===== src/hdl/bpc_pkg.sv =====
// Shared types, field offsets and codes of the bitmask pixel collision unit.
`timescale 1ns / 1ps
`default_nettype none

package bpc_pkg;

   // Mask side length that the design is built for by default, and the largest it supports.
   localparam int MAX_DIM_DEFAULT = 64;
   localparam int MAX_DIM_HIGH    = 256;

   // Row, column and count fields between front and back, sized for the largest mask.
   localparam int POS_W = $clog2(MAX_DIM_HIGH + 1);

   // Request channel layout.
   localparam int COORD_W         = 16;
   localparam int REQ_TDATA_W     = 136;
   localparam int REQ_TUSER_W     = 4;
   localparam int START_X_LSB     = 0;
   localparam int START_Y_LSB     = 16;
   localparam int END_X_LSB       = 32;
   localparam int END_Y_LSB       = 48;
   localparam int PIXEL_VALUE_BIT = 64;
   localparam int POS_A_X_LSB     = 65;
   localparam int POS_A_Y_LSB     = 81;
   localparam int POS_B_X_LSB     = 97;
   localparam int POS_B_Y_LSB     = 113;
   localparam int COMMAND_LSB     = 0;
   localparam int COMMAND_W       = 2;
   localparam int WHICH_MASK_BIT  = 2;
   localparam int BOX_ONLY_BIT    = 3;

   // Result channel layout.
   localparam int RSP_TDATA_W = 8;
   localparam int HIT_BIT     = 0;
   localparam int OVERLAP_BIT = 1;

   // Configuration port.
   localparam int CSR_INDEX_W = 2;
   localparam int CSR_DATA_W  = 7;
   localparam logic [CSR_DATA_W-1:0] CSR_SIZE_RESET = CSR_DATA_W'(64);

   // Entries in the queue between front and back.
   localparam int QUEUE_DEPTH = 2;

   typedef enum logic [COMMAND_W-1:0] {
      CMD_WRITE = 2'd0,
      CMD_FILL  = 2'd1,
      CMD_TEST  = 2'd2
   } cmd_type;

   typedef enum logic [CSR_INDEX_W-1:0] {
      CSR_WIDTH_A  = 2'd0,
      CSR_HEIGHT_A = 2'd1,
      CSR_WIDTH_B  = 2'd2,
      CSR_HEIGHT_B = 2'd3
   } csr_index_type;

   // What the back end does with a queued operation.
   typedef enum logic [1:0] {
      KIND_RESULT,   // nothing to do, the result bits travel with the entry
      KIND_FILL,     // write a run of columns into a run of rows
      KIND_SCAN      // AND rows of both masks over the overlap rectangle
   } kind_type;

   typedef struct packed {
      kind_type         kind;
      logic             sel;
      logic             val;
      logic             res_hit;
      logic             res_overlap;
      logic [POS_W-1:0] row_a;
      logic [POS_W-1:0] row_b;
      logic [POS_W-1:0] rows;
      logic [POS_W-1:0] col_a;
      logic [POS_W-1:0] col_b;
      logic [POS_W-1:0] cols;
   } op_type;

endpackage

`default_nettype wire


===== src/hdl/bpc_queue.sv =====
// Short queue of classified operations between front and back end.
`timescale 1ns / 1ps
`default_nettype none

module bpc_queue (
   input  wire logic            clock,
   input  wire logic            reset,
   input  wire logic            push_valid,
   output logic                 push_ready,
   input  wire bpc_pkg::op_type push_data,
   output logic                 pop_valid,
   input  wire logic            pop_ready,
   output bpc_pkg::op_type      pop_data
);

   localparam int DEPTH = bpc_pkg::QUEUE_DEPTH;
   localparam int PTR_W = (DEPTH > 1) ? $clog2(DEPTH) : 1;
   localparam int CNT_W = $clog2(DEPTH + 1);
   localparam logic [PTR_W-1:0] LAST = PTR_W'(DEPTH - 1);

   bpc_pkg::op_type   entries_ff [DEPTH];
   logic [PTR_W-1:0]  wr_ptr_ff, rd_ptr_ff;
   logic [CNT_W-1:0]  count_ff;
   logic              do_push, do_pop;

   assign push_ready = (count_ff != CNT_W'(DEPTH));
   assign pop_valid  = (count_ff != '0);
   assign pop_data   = entries_ff[rd_ptr_ff];
   assign do_push    = push_valid && push_ready;
   assign do_pop     = pop_valid && pop_ready;

   always_ff @(posedge clock) begin
      if (reset) begin
         wr_ptr_ff <= '0;
         rd_ptr_ff <= '0;
         count_ff  <= '0;
      end else begin
         if (do_push) begin
            wr_ptr_ff <= (wr_ptr_ff == LAST) ? '0 : wr_ptr_ff + PTR_W'(1);
         end
         if (do_pop) begin
            rd_ptr_ff <= (rd_ptr_ff == LAST) ? '0 : rd_ptr_ff + PTR_W'(1);
         end
         count_ff <= count_ff + CNT_W'(do_push) - CNT_W'(do_pop);
      end
      if (do_push) begin
         entries_ff[wr_ptr_ff] <= push_data;
      end
   end

endmodule

`default_nettype wire


===== config.mk =====
export PLATFORM = sky130hd
export DESIGN_NAME = bpc_queue
export DESIGN_NICKNAME = d
export VERILOG_FILES = /design/src/hdl/bpc_pkg.sv /design/src/hdl/bpc_queue.sv
export SDC_FILE = /design/constraint.sdc
export NUM_CORES = 1
export LEC_CHECK = 0
export ABC_AREA = 1
export CAP_MARGIN = 20
export CORE_UTILIZATION = 55
export CTS_CLUSTER_SIZE = 40
export DETAILED_ROUTE_END_ITERATION = 8
export DONT_BUFFER_PORTS = 1
export PLACE_DENSITY = 0.7
export SLEW_MARGIN = 20
export SYNTH_ARGS = -nofsm -noshare
export SYNTH_HDL_FRONTEND = slang
export SYNTH_SLANG_ARGS = --single-unit

===== constraint.sdc =====
create_clock -name clock -period 4.6 [get_ports clock]
set_input_delay 0 -clock clock [delete_from_list [all_inputs] [get_ports clock]]
set_output_delay 0 -clock clock [all_outputs]
set_load 0.05 [all_outputs]

======== Word level (Yosys, flattened, before mapping) ========
Memories as Yosys holds them, arrays and structs flattened. A register that Yosys moved wholly into a read port is not among the register bits.
Index checks and enable logic that the tools add are counted.
operators by class
  add/subtract/negate cells ............... 4
  eq/ne operators ......................... 1
  mux-type cells .......................... 6
  reductions and logical operators ........ 3
operators by type and width
  operator                                      number
  1-bit 2-to-1 mux                              6
  1-bit adder, second input constant            2
  2-bit by 1-bit adder with 2-bit output        1
  1-bit logical AND                             2
  2-bit inequality test, second input constant  1
  2-bit nonzero test                            1
  2-bit by 1-bit subtractor with 2-bit output   1
word-level totals
  flip-flop bits (word level) ............. 4
  bits in writable memories ............... 120
  input port bits ......................... 64
  output and inout port bits .............. 62
  logic and storage cells ................. 18
  memories ................................ 1
memories
  name        words  bits a word  read ports  clocked after memory_dff  wr ports  RTL line         source
  entries_ff  2      60           1           1                         1         bpc_queue.sv:21  bpc_pkg::op_type entries_ff [DEPTH];

======== Longest topological paths before layout ========
  depth in word-level cells ............... 4
  gate-level depth with buffers ........... 11
  mapped depth without buffers ............ 11

======== Worst setup path before layout ========
No wires, ideal clock.
  path kind ............................... flip-flop to flip-flop
  start point ............................. register count_ff[0]
  end point ............................... memory entries_ff[1][0] (netlist name), enable pin
  setup time .............................. 480 ps
  arrival time ............................ 3488 ps
  data required time ...................... 4120 ps
  setup slack ............................. 632 ps
  cell stages (with the launch flop) ...... 5
  buffers on the path ..................... 0
  period minus slack after synthesis ...... 3968 ps
  cell sequence ........................... dfxtp_1 > inv_1 > nand2_1 > nand2_2 > nor2_1
between the ends
  cells in the longest elaborated chain, start to end .. 4
ends and longest elaborated chain
  item                                    RTL line         source
  start, declared                         bpc_queue.sv:23  logic [CNT_W-1:0] count_ff;
  start signal, assigned                  bpc_queue.sv:44  count_ff <= count_ff + CNT_W'(do_push) - CNT_W'(do_pop);
  2-bit inequality test                   bpc_queue.sv:26  assign push_ready = (count_ff != CNT_W'(DEPTH));
  net push_ready                          bpc_queue.sv:9   output logic push_ready,
  1-bit logical AND                       bpc_queue.sv:29  assign do_push = push_valid && push_ready;
  1-bit 2-to-1 mux                        bpc_queue.sv:46  if (do_push) begin
  1-bit 2-to-1 mux (implied by the code)  bpc_queue.sv:47  entries_ff[wr_ptr_ff] <= push_data;
  end, declared                           bpc_queue.sv:21
The timed path passes the listed nets, and every way through them passes these cells.

======== Final worst setup path ========
  start point ............................. register count_ff[0]
  end point ............................... memory entries_ff[1][57] (netlist name), enable pin
The elaborated chain is that of the path after synthesis.

==> results.md <==
- Syn_nets: 288
- Status: completed
- NumNets Final: 369
- Via count of the first global-routing pass: 2267
- Clock Latency Late Sink: 500 ps
- Fin. max-slew vios: 0
- Worst-case clock skew: 10.0 ps
- Synth cell count leaders: edfxtp_1, mux2_4, inv_1, nor2_1, nand2_1
- Leakage Power: 0.00222 uW
- Final Cell Area: 0.00608 mm^2
- Cell Rows: 33
- Overflow left after global routing: 0
- Area Growth Syn to Fin: 24.8%
- All-Layer GR Usage: 17.6%
- Yosys warns: 0
- Post-DP HPWL: 4550 um
- Crit. End Element: flop
- Placed cell area: 0.00492 mm^2
- Place WS: 2090 ps
- Leading area contributor after synthesis: edfxtp_1
- Initial Util: 58.2%
- CTS tree: done
- Die area: 0.00925 mm^2
- CP Launch Type: flop
- Die W: 96.2 um
- Slew @ Worst Pin: 791 ps
- Final Hold Fails: 0
- Crit path DAT: 2680 ps
- Routed met1 length: 2920 um
- Worst Path Required: 4770 ps
- Buffers on Ports: 0
- Top cells by area, synth: edfxtp_1, mux2_4, buf_12
- Clock sinks: 125
- Num CTS Buffers: 17
- CP max FO: 26
- Max clock buf depth: 2
- Number of distinct library cells after synthesis: 15
- Most common cell in the netlist: edfxtp_1
- Crit share post-route: 54.5%
- Initial antenna violation count: 0
- Syn_area_per_cell: 21.9 um^2
- Max Cap Viol: 0
- HP Class: in2reg
- Final setup viols: 0
- Antenna cell count: 0
- Initial DRT Pass Iterations: 4
- DRT antenna net count: 0
- RSZ-0062 raised after global routing: no
- Synth async-reset ratio: 0%
- Setup TNS: 0 ps
- Cells after Synth: 223
- Core ar.: 0.00838 mm^2
- Met2 wire len: 3940 um
- Worst-path clk slew: 60 ps
- Slowest stage delay, CP: 670 ps
- Post-synth top flop: edfxtp_1
- Final WS setup: 2090 ps
- H-tree depth: 4
- Sequential area share after synthesis: 76.0%
- Layout cell share with drive strength beyond 1: 29.9%
- First-pass GRT wire length: 11200 um
- Top cell type's share of synthesized area: 73.9%
- Max IR drop VDD: 0.673 mV
- Chip height: 96.2 um
- Placer congestion estimate: 0.681
- Largest net degree at the start of global routing: 61
- EDFF count, synth: 120
- Minimum clock period: 2510 ps
- Mapped cell area: 0.00488 mm^2
- Vias post-DR: 2187
- WL met3: 649 um
- Post-DR wirelength/cell: 18.2 um
- Max stage delay cell, worst path: nor2_4
- Power Dens Cells: 641 mW/mm^2
- Max Clk Rate: 399 MHz
- DR top layer: met4
- WS Path Type: reg2reg
- DRC: 0
- Synth Register Bits: 125
- Final wirelength: 7640 um
- Root Driver: clkbuf_8
- Via/cell ratio: 5.22
- Iter 0 DRT Violations: 75
- Crit-path cells: inv_1 -> nand2_1 -> nand2_2 -> nor2_4 -> buf_4
- Slew margin rel.: 47.1%
- # IOs: 126
cell families (layout without fill, tap and decap cells):
logic type	Yosys count	count (layout)	synth area share (%)
simple gates	19	19	1.62
compound gates	2	2	0.205
fa+ha+maj	1	1	0.257
buf+inv	15	106	3.31
flops	125	125	76.0
xor+xnor	1	1	0.180
mux	60	60	18.5
sequential cells by signal, indices dropped and copies added, names as in the netlist, named ones only:
register and count:
rd_ptr_ff 1, entries_ff 120, wr_ptr_ff 1, count_ff 2
through the flow:
stage | instances | util, % | power (uW) | hold slack (ps)
4_1_cts | 418 | 72.3 | 3930 | 121
6_report | 419 | 72.6 | 3900 | 152
3_3_place_gp | 325 | 58.8 | 2740 | 72.4
5_1_grt | 419 | 72.6 | 4040 | 127
3_5_place_dp | 325 | 58.8 | 2760 | 79.7
2_1_floorplan | 223 | - | 2710 | 71.2
power breakdown:
group | switching (uW) | internal, uW
logic | 882 | 377
clock network | 418 | 691
registers | 85.9 | 1450
total | 1390 | 2520
repair_timing:
item                      in CTS  in global routing
buffers inserted               0                  0
hold endpoints to repair     125                  0
resized for setup              0                  0
hold buffers                  64                  0
per-layer routing:
metal | vias up | global-route usage, %
met5 | - | 0
met4 | 0 | 10.1
met3 | 12 | 8.37
met2 | 79 | 28.4
met1 | 1074 | 19.0
li1 | 1022 | -
worst max-delay path, delay by kind of cell (launching register included):
kind                   cells  cell delay [ps]
buffers and inverters      2              470
DFF                        1              360
and+or+nand+nor            3             1320
layout make-up:
type | instances | area [um^2]
fillers | 527 | 2300
clock inverters | 11 | 80.1
flip-flops and latches | 125 | 3710
inverters | 8 | 30.0
clock buffers | 18 | 418
well taps | 105 | 131
multi-input cells | 83 | 1030
repair buffers | 69 | 691
cells in the final DEF, fill, tap and decap left out:
master,count
edfxtp_1,120
dlygate4sd3_1,64
mux2_4,60
clkbuf_16,16
inv_1,8
nand2_1,7
nor2_1,6
clkinv_2,4
clkinv_1,4
dfxtp_1,4
buf_4,4
nor2_4,2
a21oi_1,2
clkinvlp_4,2
nand2_2,1
nor2_2,1
xnor2_1,1
nor3_1,1
nand3_1,1
ha_1,1
dfxtp_4,1
clkbuf_8,1
clkbuf_1,1
bufinv_16,1
buf_12,1
final timing paths:
path | from | end | slack [ps] | cells after the start
setup / recovery | count_ff[0]$_SDFF_PP0_ | entries_ff[1][57]$_DFFE_PP_ | 2090 | 5
hold / removal | push_data[7] | entries_ff[0][7]$_DFFE_PP_ | 150 | 1
setup reg to reg | count_ff[0]$_SDFF_PP0_ | entries_ff[1][57]$_DFFE_PP_ | 2090 | 5
hold reg to reg | rd_ptr_ff$_SDFFE_PP0P_ | flop | 540 | 2
Note: power is estimated with default switching activity, not from simulation.
