File: src/hdl/bpc_pkg.sv
// Shared types, field offsets and codes of the bitmask pixel collision unit.
`timescale 1ns / 1ps
`default_nettype none

package bpc_pkg;

   // Mask side length that the design is built for by default, and the largest it supports.
   localparam int MAX_DIM_DEFAULT = 64;
   localparam int MAX_DIM_HIGH    = 256;

   // Row, column and count fields between front and back, sized for the largest mask.
   localparam int POS_W = $clog2(MAX_DIM_HIGH + 1);

   // Request channel layout.
   localparam int COORD_W         = 16;
   localparam int REQ_TDATA_W     = 136;
   localparam int REQ_TUSER_W     = 4;
   localparam int START_X_LSB     = 0;
   localparam int START_Y_LSB     = 16;
   localparam int END_X_LSB       = 32;
   localparam int END_Y_LSB       = 48;
   localparam int PIXEL_VALUE_BIT = 64;
   localparam int POS_A_X_LSB     = 65;
   localparam int POS_A_Y_LSB     = 81;
   localparam int POS_B_X_LSB     = 97;
   localparam int POS_B_Y_LSB     = 113;
   localparam int COMMAND_LSB     = 0;
   localparam int COMMAND_W       = 2;
   localparam int WHICH_MASK_BIT  = 2;
   localparam int BOX_ONLY_BIT    = 3;

   // Result channel layout.
   localparam int RSP_TDATA_W = 8;
   localparam int HIT_BIT     = 0;
   localparam int OVERLAP_BIT = 1;

   // Configuration port.
   localparam int CSR_INDEX_W = 2;
   localparam int CSR_DATA_W  = 7;
   localparam logic [CSR_DATA_W-1:0] CSR_SIZE_RESET = CSR_DATA_W'(64);

   // Entries in the queue between front and back.
   localparam int QUEUE_DEPTH = 2;

   typedef enum logic [COMMAND_W-1:0] {
      CMD_WRITE = 2'd0,
      CMD_FILL  = 2'd1,
      CMD_TEST  = 2'd2
   } cmd_type;

   typedef enum logic [CSR_INDEX_W-1:0] {
      CSR_WIDTH_A  = 2'd0,
      CSR_HEIGHT_A = 2'd1,
      CSR_WIDTH_B  = 2'd2,
      CSR_HEIGHT_B = 2'd3
   } csr_index_type;

   // What the back end does with a queued operation.
   typedef enum logic [1:0] {
      KIND_RESULT,   // nothing to do, the result bits travel with the entry
      KIND_FILL,     // write a run of columns into a run of rows
      KIND_SCAN      // AND rows of both masks over the overlap rectangle
   } kind_type;

   typedef struct packed {
      kind_type         kind;
      logic             sel;
      logic             val;
      logic             res_hit;
      logic             res_overlap;
      logic [POS_W-1:0] row_a;
      logic [POS_W-1:0] row_b;
      logic [POS_W-1:0] rows;
      logic [POS_W-1:0] col_a;
      logic [POS_W-1:0] col_b;
      logic [POS_W-1:0] cols;
   } op_type;

endpackage

`default_nettype wire

File: src/hdl/bpc_front.sv
// Front end: size registers, command decode, clipping and box rejection.
`timescale 1ns / 1ps
`default_nettype none

module bpc_front #(
   parameter int MAX_DIM = bpc_pkg::MAX_DIM_DEFAULT
) (
   input  wire logic                             clock,
   input  wire logic                             reset,
   input  wire logic                             csr_valid,
   output logic                                  csr_ready,
   input  wire logic [bpc_pkg::CSR_INDEX_W-1:0]  csr_index,
   input  wire logic [bpc_pkg::CSR_DATA_W-1:0]   csr_data,
   input  wire logic                             req_tvalid,
   output logic                                  req_tready,
   input  wire logic [bpc_pkg::REQ_TDATA_W-1:0]  req_tdata,
   input  wire logic [bpc_pkg::REQ_TUSER_W-1:0]  req_tuser,
   output logic                                  push_valid,
   input  wire logic                             push_ready,
   output bpc_pkg::op_type                       push_data
);

   // Coordinates plus a mask size cannot leave this range.
   localparam int CW = bpc_pkg::COORD_W + 2;
   localparam logic signed [CW-1:0] DIM_S = CW'(MAX_DIM);

   typedef struct packed {
      bpc_pkg::cmd_type      cmd;
      logic                  sel;
      logic                  val;
      logic                  box;
      logic signed [CW-1:0]  xs;
      logic signed [CW-1:0]  xe;
      logic signed [CW-1:0]  ys;
      logic signed [CW-1:0]  ye;
      logic signed [CW-1:0]  ax;
      logic signed [CW-1:0]  ay;
      logic signed [CW-1:0]  bx;
      logic signed [CW-1:0]  by;
      logic signed [CW-1:0]  ar;
      logic signed [CW-1:0]  ab;
      logic signed [CW-1:0]  br;
      logic signed [CW-1:0]  bb;
   } stage_type;

   logic [bpc_pkg::CSR_DATA_W-1:0] width_a_ff, height_a_ff, width_b_ff, height_b_ff;
   logic                           stage_valid_ff;
   stage_type                      stage_ff, stage_in;

   logic signed [CW-1:0] wa, ha, wb, hb, w_sel, h_sel;
   logic signed [CW-1:0] sx, sy, ex, ey, ex_eff, ey_eff;

   function automatic logic signed [CW-1:0] eff_dim(input logic [bpc_pkg::CSR_DATA_W-1:0] v);
      logic signed [CW-1:0] raw;
      raw = CW'(v);
      return (raw > DIM_S) ? DIM_S : raw;
   endfunction

   function automatic logic signed [CW-1:0] sext(input logic [bpc_pkg::COORD_W-1:0] v);
      return CW'($signed(v));
   endfunction

   assign csr_ready = 1'b1;

   always_ff @(posedge clock) begin
      if (reset) begin
         width_a_ff  <= bpc_pkg::CSR_SIZE_RESET;
         height_a_ff <= bpc_pkg::CSR_SIZE_RESET;
         width_b_ff  <= bpc_pkg::CSR_SIZE_RESET;
         height_b_ff <= bpc_pkg::CSR_SIZE_RESET;
      end else if (csr_valid) begin
         case (bpc_pkg::csr_index_type'(csr_index))
            bpc_pkg::CSR_WIDTH_A:  width_a_ff  <= csr_data;
            bpc_pkg::CSR_HEIGHT_A: height_a_ff <= csr_data;
            bpc_pkg::CSR_WIDTH_B:  width_b_ff  <= csr_data;
            bpc_pkg::CSR_HEIGHT_B: height_b_ff <= csr_data;
            default: ;
         endcase
      end
   end

   // First step: sign extension, clipping of the fill rectangle, box edges.
   always_comb begin
      wa = eff_dim(width_a_ff);
      ha = eff_dim(height_a_ff);
      wb = eff_dim(width_b_ff);
      hb = eff_dim(height_b_ff);

      stage_in.cmd = bpc_pkg::cmd_type'(req_tuser[bpc_pkg::COMMAND_LSB +: bpc_pkg::COMMAND_W]);
      stage_in.sel = req_tuser[bpc_pkg::WHICH_MASK_BIT];
      stage_in.box = req_tuser[bpc_pkg::BOX_ONLY_BIT];
      stage_in.val = req_tdata[bpc_pkg::PIXEL_VALUE_BIT];

      sx = sext(req_tdata[bpc_pkg::START_X_LSB +: bpc_pkg::COORD_W]);
      sy = sext(req_tdata[bpc_pkg::START_Y_LSB +: bpc_pkg::COORD_W]);
      ex = sext(req_tdata[bpc_pkg::END_X_LSB +: bpc_pkg::COORD_W]);
      ey = sext(req_tdata[bpc_pkg::END_Y_LSB +: bpc_pkg::COORD_W]);

      // A single pixel write is a one by one fill.
      ex_eff = (stage_in.cmd == bpc_pkg::CMD_WRITE) ? sx + CW'(1) : ex;
      ey_eff = (stage_in.cmd == bpc_pkg::CMD_WRITE) ? sy + CW'(1) : ey;
      w_sel  = stage_in.sel ? wb : wa;
      h_sel  = stage_in.sel ? hb : ha;

      stage_in.xs = (sx < 0) ? '0 : sx;
      stage_in.ys = (sy < 0) ? '0 : sy;
      stage_in.xe = (ex_eff < w_sel) ? ex_eff : w_sel;
      stage_in.ye = (ey_eff < h_sel) ? ey_eff : h_sel;

      stage_in.ax = sext(req_tdata[bpc_pkg::POS_A_X_LSB +: bpc_pkg::COORD_W]);
      stage_in.ay = sext(req_tdata[bpc_pkg::POS_A_Y_LSB +: bpc_pkg::COORD_W]);
      stage_in.bx = sext(req_tdata[bpc_pkg::POS_B_X_LSB +: bpc_pkg::COORD_W]);
      stage_in.by = sext(req_tdata[bpc_pkg::POS_B_Y_LSB +: bpc_pkg::COORD_W]);
      stage_in.ar = stage_in.ax + wa;
      stage_in.ab = stage_in.ay + ha;
      stage_in.br = stage_in.bx + wb;
      stage_in.bb = stage_in.by + hb;
   end

   assign req_tready = !stage_valid_ff || push_ready;
   assign push_valid = stage_valid_ff;

   always_ff @(posedge clock) begin
      if (reset) begin
         stage_valid_ff <= 1'b0;
      end else if (req_tready) begin
         stage_valid_ff <= req_tvalid;
      end
      if (req_tvalid && req_tready) begin
         stage_ff <= stage_in;
      end
   end

   // Second step: classify the command and hand the back end row and column ranges.
   logic signed [CW-1:0] ol, ot, orr, obt;
   logic signed [CW-1:0] fill_rows, fill_cols, ov_rows, ov_cols;
   logic signed [CW-1:0] row_a, row_b, col_a, col_b;
   logic                 reject;

   always_comb begin
      ol  = ($signed(stage_ff.ax) > $signed(stage_ff.bx)) ? stage_ff.ax : stage_ff.bx;
      ot  = ($signed(stage_ff.ay) > $signed(stage_ff.by)) ? stage_ff.ay : stage_ff.by;
      orr = ($signed(stage_ff.ar) < $signed(stage_ff.br)) ? stage_ff.ar : stage_ff.br;
      obt = ($signed(stage_ff.ab) < $signed(stage_ff.bb)) ? stage_ff.ab : stage_ff.bb;

      fill_rows = stage_ff.ye - stage_ff.ys;
      fill_cols = stage_ff.xe - stage_ff.xs;
      ov_rows   = obt - ot;
      ov_cols   = orr - ol;
      row_a     = ot - stage_ff.ay;
      row_b     = ot - stage_ff.by;
      col_a     = ol - stage_ff.ax;
      col_b     = ol - stage_ff.bx;

      // Boxes that only touch along an edge are not rejected.
      reject = ($signed(stage_ff.ab) < $signed(stage_ff.by))
            || ($signed(stage_ff.ay) > $signed(stage_ff.bb))
            || ($signed(stage_ff.ar) < $signed(stage_ff.bx))
            || ($signed(stage_ff.ax) > $signed(stage_ff.br));

      push_data      = '0;
      push_data.kind = bpc_pkg::KIND_RESULT;
      push_data.sel  = stage_ff.sel;
      push_data.val  = stage_ff.val;

      case (stage_ff.cmd)
         bpc_pkg::CMD_WRITE, bpc_pkg::CMD_FILL: begin
            if (($signed(fill_rows) > 0) && ($signed(fill_cols) > 0)) begin
               push_data.kind  = bpc_pkg::KIND_FILL;
               push_data.row_a = stage_ff.ys[bpc_pkg::POS_W-1:0];
               push_data.rows  = fill_rows[bpc_pkg::POS_W-1:0];
               push_data.col_a = stage_ff.xs[bpc_pkg::POS_W-1:0];
               push_data.cols  = fill_cols[bpc_pkg::POS_W-1:0];
            end
         end
         bpc_pkg::CMD_TEST: begin
            if (!reject) begin
               push_data.res_overlap = 1'b1;
               if (stage_ff.box) begin
                  push_data.res_hit = 1'b1;
               end else if (($signed(ov_rows) > 0) && ($signed(ov_cols) > 0)) begin
                  push_data.kind  = bpc_pkg::KIND_SCAN;
                  push_data.row_a = row_a[bpc_pkg::POS_W-1:0];
                  push_data.row_b = row_b[bpc_pkg::POS_W-1:0];
                  push_data.rows  = ov_rows[bpc_pkg::POS_W-1:0];
                  push_data.col_a = col_a[bpc_pkg::POS_W-1:0];
                  push_data.col_b = col_b[bpc_pkg::POS_W-1:0];
                  push_data.cols  = ov_cols[bpc_pkg::POS_W-1:0];
               end
            end
         end
         default: ;
      endcase
   end

endmodule

`default_nettype wire

File: config.mk
export PLATFORM = sky130hd
export DESIGN_NAME = bpc_front
export DESIGN_NICKNAME = d
export VERILOG_FILES = /design/src/hdl/bpc_pkg.sv /design/src/hdl/bpc_front.sv
export SDC_FILE = /design/constraint.sdc
export NUM_CORES = 1
export LEC_CHECK = 0
export BUFFER_PORTS_ARGS = -buffer_cell sky130_fd_sc_hd__buf_2
export CELL_PAD_IN_SITES_DETAIL_PLACEMENT = 1
export CELL_PAD_IN_SITES_GLOBAL_PLACEMENT = 1
export CORE_UTILIZATION = 45
export CTS_CLUSTER_DIAMETER = 100
export DETAILED_ROUTE_END_ITERATION = 16
export GPL_ROUTABILITY_DRIVEN = 0
export MAX_ROUTING_LAYER = met4
export PLACE_DENSITY = 0.88
export SYNTH_ARGS = -nofsm -noshare
export SYNTH_HDL_FRONTEND = slang
export SYNTH_SLANG_ARGS = --single-unit
export TNS_END_PERCENT = 20
File: constraint.sdc
create_clock -name clock -period 15.7 [get_ports clock]
set_clock_uncertainty 0.05 [all_clocks]
set_input_delay 0.785 -clock clock [delete_from_list [all_inputs] [get_ports clock]]
set_output_delay 0.785 -clock clock [all_outputs]
set_load 0.1 [all_outputs]
# Word level (Yosys, flattened, before mapping)
# Cells that the tools add are included.
# totals
ff_bits	238
input_bits	154
word_cells	108
output_inout_bits	63
# op_classes
addsub	14
mux	32
reduce_logical	16
magnitude_cmp	20
eq_ne	5
# ops
cell	count
2-to-1 mux 18 bit	9
2-to-1 mux 54 bit	2
> comparator 18 x 1 -> 1 bit, second input constant	4
adder 16 x 8 -> 17 bit	4
2-to-1 mux 56 bit	1
2-to-1 mux 7 bit	6
> comparator 16 x 18 -> 1 bit	2
< comparator 18 x 16 -> 1 bit	2
< comparator 18 bit	2
< comparator 18 x 8 -> 1 bit	2
2-to-1 mux 9 bit	4
one-hot mux 18 bit (2 select lines)	1
one-hot mux 9 bit (2 select lines)	2
subtractor 18 x 16 -> 18 bit	2
subtractor 18 bit	2
subtractor 9 bit	4
adder 16 x 2 -> 17 bit, second input constant	2
> comparator 16 bit	2
< comparator 16 x 1 -> 1 bit, second input constant	2
> comparator 7 bit, second input constant	4
2-to-1 mux 2 bit	4
AND reduction 2 bit	4
== test 2 bit, second input constant	3
logical NOT 2 bit	3
other kinds (7)	14

# Logic depth before layout (Yosys ltp)
# depth
depth_word	9
depth_mapped	25
ltp_nobuf	23

# Worst setup path before layout
# Ideal clock, no wire load.
# synth_path
kind	register -> output
startpoint	register stage_ff[111] in the netlist's numbering
endpoint	output push_data[11] in the netlist's numbering
arrival_time_ns	8.344
path_slack_ns	6.521
stages_incl_launch_ff	11
required_ns	14.865
n_path_buf	0
cell_sequence	edfxtp_1 ha_1 a211oi_1 o21bai_1 a221o_1 a211oi_1 o21ai_0 nor4_1 o2111a_1 nand3_2 nor4_1
# synth_lines
item	line_no	text
start, declared	bpc_front.sv:48	stage_type stage_ff, stage_in;
start signal, assigned	bpc_front.sv:130	stage_ff <= stage_in;
end, declared	bpc_front.sv:20	output bpc_pkg::op_type push_data

==> impl_metrics.tcl <==
set metrics [dict create \
    finalHoldViolations 0 \
    grt_antenna_before_repair 6 \
    antenna_left 0 \
    routed_wl_um 70400 \
    cts_sinks 232 \
    die_y_um 217 \
    area_delta_synth_final_pct 12.2 \
    grt-ovfl-total 0 \
    fin_area_mm2 0.0234 \
    holdBufCountCts 0 \
    leakagePower_uw 0.0105 \
    finalMaxSlewViolations 0 \
    path_max_fanout 55 \
    via_per_inst 6.17 \
    multi_input_area_mm2 0.0131 \
    fin_util_pct 51.4 \
    dieArea_mm2 0.0473 \
    path_buf_inv 3 \
    die_x_um 217 \
    syn_area_mm2 0.0209 \
    crit_path_start_kind "flop" \
    grt_max_degree 77 \
    ff2ff_setup_slack_ns 11.82 \
    crit_slowest_cell "nor2_2" \
    grt_pass1_vias 19553 \
    synth-edff-count 203 \
    wire_per_inst_um 23.2 \
    num_rows 78 \
    max_stage_delay_ns 0.90 \
    drtIter0Drc 1434 \
    start_util_pct 45.8 \
    io_pins 217 \
    place_area_mm2 0.0225 \
    synth_top_area_share_pct 29.2 \
    nets 2851 \
    clock_latency_ns 0.59 \
    yosysTopAreaCell "edfxtp_1" \
    use_met1_pct 35.2 \
    min_period_ns 9.17 \
    core_area_mm2 0.0456 \
    fin_cells 3037 \
    grt_pass1_wl_um 109000 \
    relSlewSlack_pct 24.1 \
    crit_type "flop to primary output" \
    ys_seq_area_share_pct 32.0 \
    worstPathRequired_ns 14.87 \
    rsz0062_at_grt "false" \
    path_common_cell "nor4_1" \
    drive_above_1_share_pct 13.4 \
    cp_cell_sequence "ha_1, nand4_1, or4_1, a21oi_1, nor4_1, mux2i_1, nor2_2, nand2_1, o21ai_0, inv_1, fa_1, a21o_1, a221oi_1, o22ai_1, a31oi_1, a32o_1, nor4_1, nand4b_1, nand3_2, buf_4, nor4_1, buf_2" \
    dp_cells 2982 \
    synthDistinctLibCells 81 \
    synth-main-ff-cell "edfxtp_1" \
    max-clock-path-buffers 3 \
    syn_inst 2232 \
    fin_tns_setup_ns 0 \
    vias 18731 \
    syn_area_per_cell_um2 9.36 \
    ir_worst_vdd_v 0.0000780 \
    root_buffer "clkbuf_16" \
    dp_hpwl_um 56100 \
    cts.clk_slew.worst_paths_ns 0.06 \
    status "completed" \
    hp-class "input pin to flop" \
    cts_setup_buffers 0 \
    busiest_layer "met2" \
    use_met2_pct 51.6 \
    drc 0 \
    cp_top_family "simple AND/OR/NAND/NOR gates" \
    grt.total_usage_pct 30.2 \
    cts_htree_levels 1 \
    ys_seq_elements 232 \
    cts_tree "built" \
    cts_resized 0 \
    synth_async_sr_flop_share_pct 0 \
    regArea_mm2 0.00668 \
    numCtsBuffers 28 \
    arrival_ns 8.33 \
    min_period_over_period_pct 58.4 \
    fillerInstances 5217 \
    dr.pass1.iters 6 \
    portBuffers 208 \
    maxCapViolCount 0 \
    grt.met3_usage_pct 4.24 \
    synth_area_leaders "edfxtp_1 29%, ha_1 16%, inv_1 3.8%" \
    yosysWarnings 0 \
    tightest_slew_ns 1.14 \
    cp-end-kind "primary output" \
    setup_viol_count_final 0 \
    max_freq_mhz 109 \
    power_density_mw_per_mm2 102 \
]
## cells in the mapped netlist, types with 8 or more instances
cell       instances
a2111oi_0         23
a211o_1            9
a211oi_1          27
a21boi_0          15
a21o_1            79
a21oi_1          106
a31oi_1           11
and2_1            11
and3_1            16
and4_1             9
clkbuf_1          51
dfxtp_1           29
edfxtp_1         203
fa_1              12
ha_1             273
inv_1            209
mux2_2            36
mux2i_1           77
nand2_1          105
nand2b_1          39
nand3_1           48
nand4_1           39
nor2_1           157
nor2b_1           94
nor3_1            52
nor4_1            16
o2111ai_1          8
o211ai_1          40
o21a_1            29
o21ai_0          101
o21bai_1          12
o22ai_1           10
o31a_1             8
o31ai_1           25
xnor2_1           75
xor2_1            49
## path summary, 6_finish.rpt
path / startpoint / to / cells after the start
max: stage_ff[123] / push_data[11] / 22
min: req_tuser[3] / stage_ff[216] / 1
max reg2reg: width_b_ff[6] / stage_ff[32] / 13
min reg2reg: width_b_ff[5] / width_b_ff[5] / 2
## power breakdown
part | internal, uW | switching (uW)
Clock | 396 | 285
Combinational | 335 | 611
Sequential | 720 | 31.6
## sequential cells by signal, indices dropped and copies added, names as in the netlist
name	flops
stage_ff	201
width_b_ff	7
height_a_ff	7
push_data	2
width_a_ff	7
height_b_ff	7
push_valid	1
## cell type report
type,instances,area share [%]
diodes,5,0.0534
clock buffers,34,3.09
clock inverters,16,0.935
flip-flops and latches,232,28.5
repair buffers,219,4.80
well taps,600,3.21
inverters,209,3.35
multi-input cells,1722,56.1
## logic make-up after synthesis
family	share of synthesized area (%)
mux	5.63
other cells	0.0360
fa+ha+maj	17.5
flops	32.0
simple gates	15.7
buf+inv	5.31
xor+xnor	5.20
compound gates	18.7
## cell usage in the layout, fill, tap and decap left out, drive strengths merged, types with 9 or more instances in the layout
cell type  count
ha           273
buf          219
inv          211
edfxtp       203
nor2         157
a21oi        106
nand2        106
o21ai        102
nor2b         94
a21o          79
mux2i         77
xnor2         75
nor3          52
xor2          49
nand3         49
o211ai        40
nand4         39
nand2b        39
mux2          36
clkbuf        34
o21a          29
dfxtp         29
o31ai         28
a211oi        27
a2111oi       24
nor4          16
and3          16
a21boi        15
o21bai        12
fa            12
and2          12
a31oi         11
o22ai         10
a211o          9
and4           9
## per-layer routing
| layer | vias to the layer above | wire, um |
|---|---|---|
| met5 | - | 0 |
| met2 | 683 | 34300 |
| met4 | 0 | 3430 |
| met3 | 187 | 3900 |
| li1 | 8621 | - |
| met1 | 9240 | 28800 |
## metrics by stage
step	total power (uW)	setup slack [ns]	hold WS, ns
after detailed placement	1680	7.39	0.440
after floorplan	1410	6.52	0.402
final	2380	6.53	0.326
after global placement	1620	7.59	0.413
after CTS	2360	6.68	0.294
after global routing	2470	6.02	0.313
Note: power is estimated with default switching activity, not from simulation.
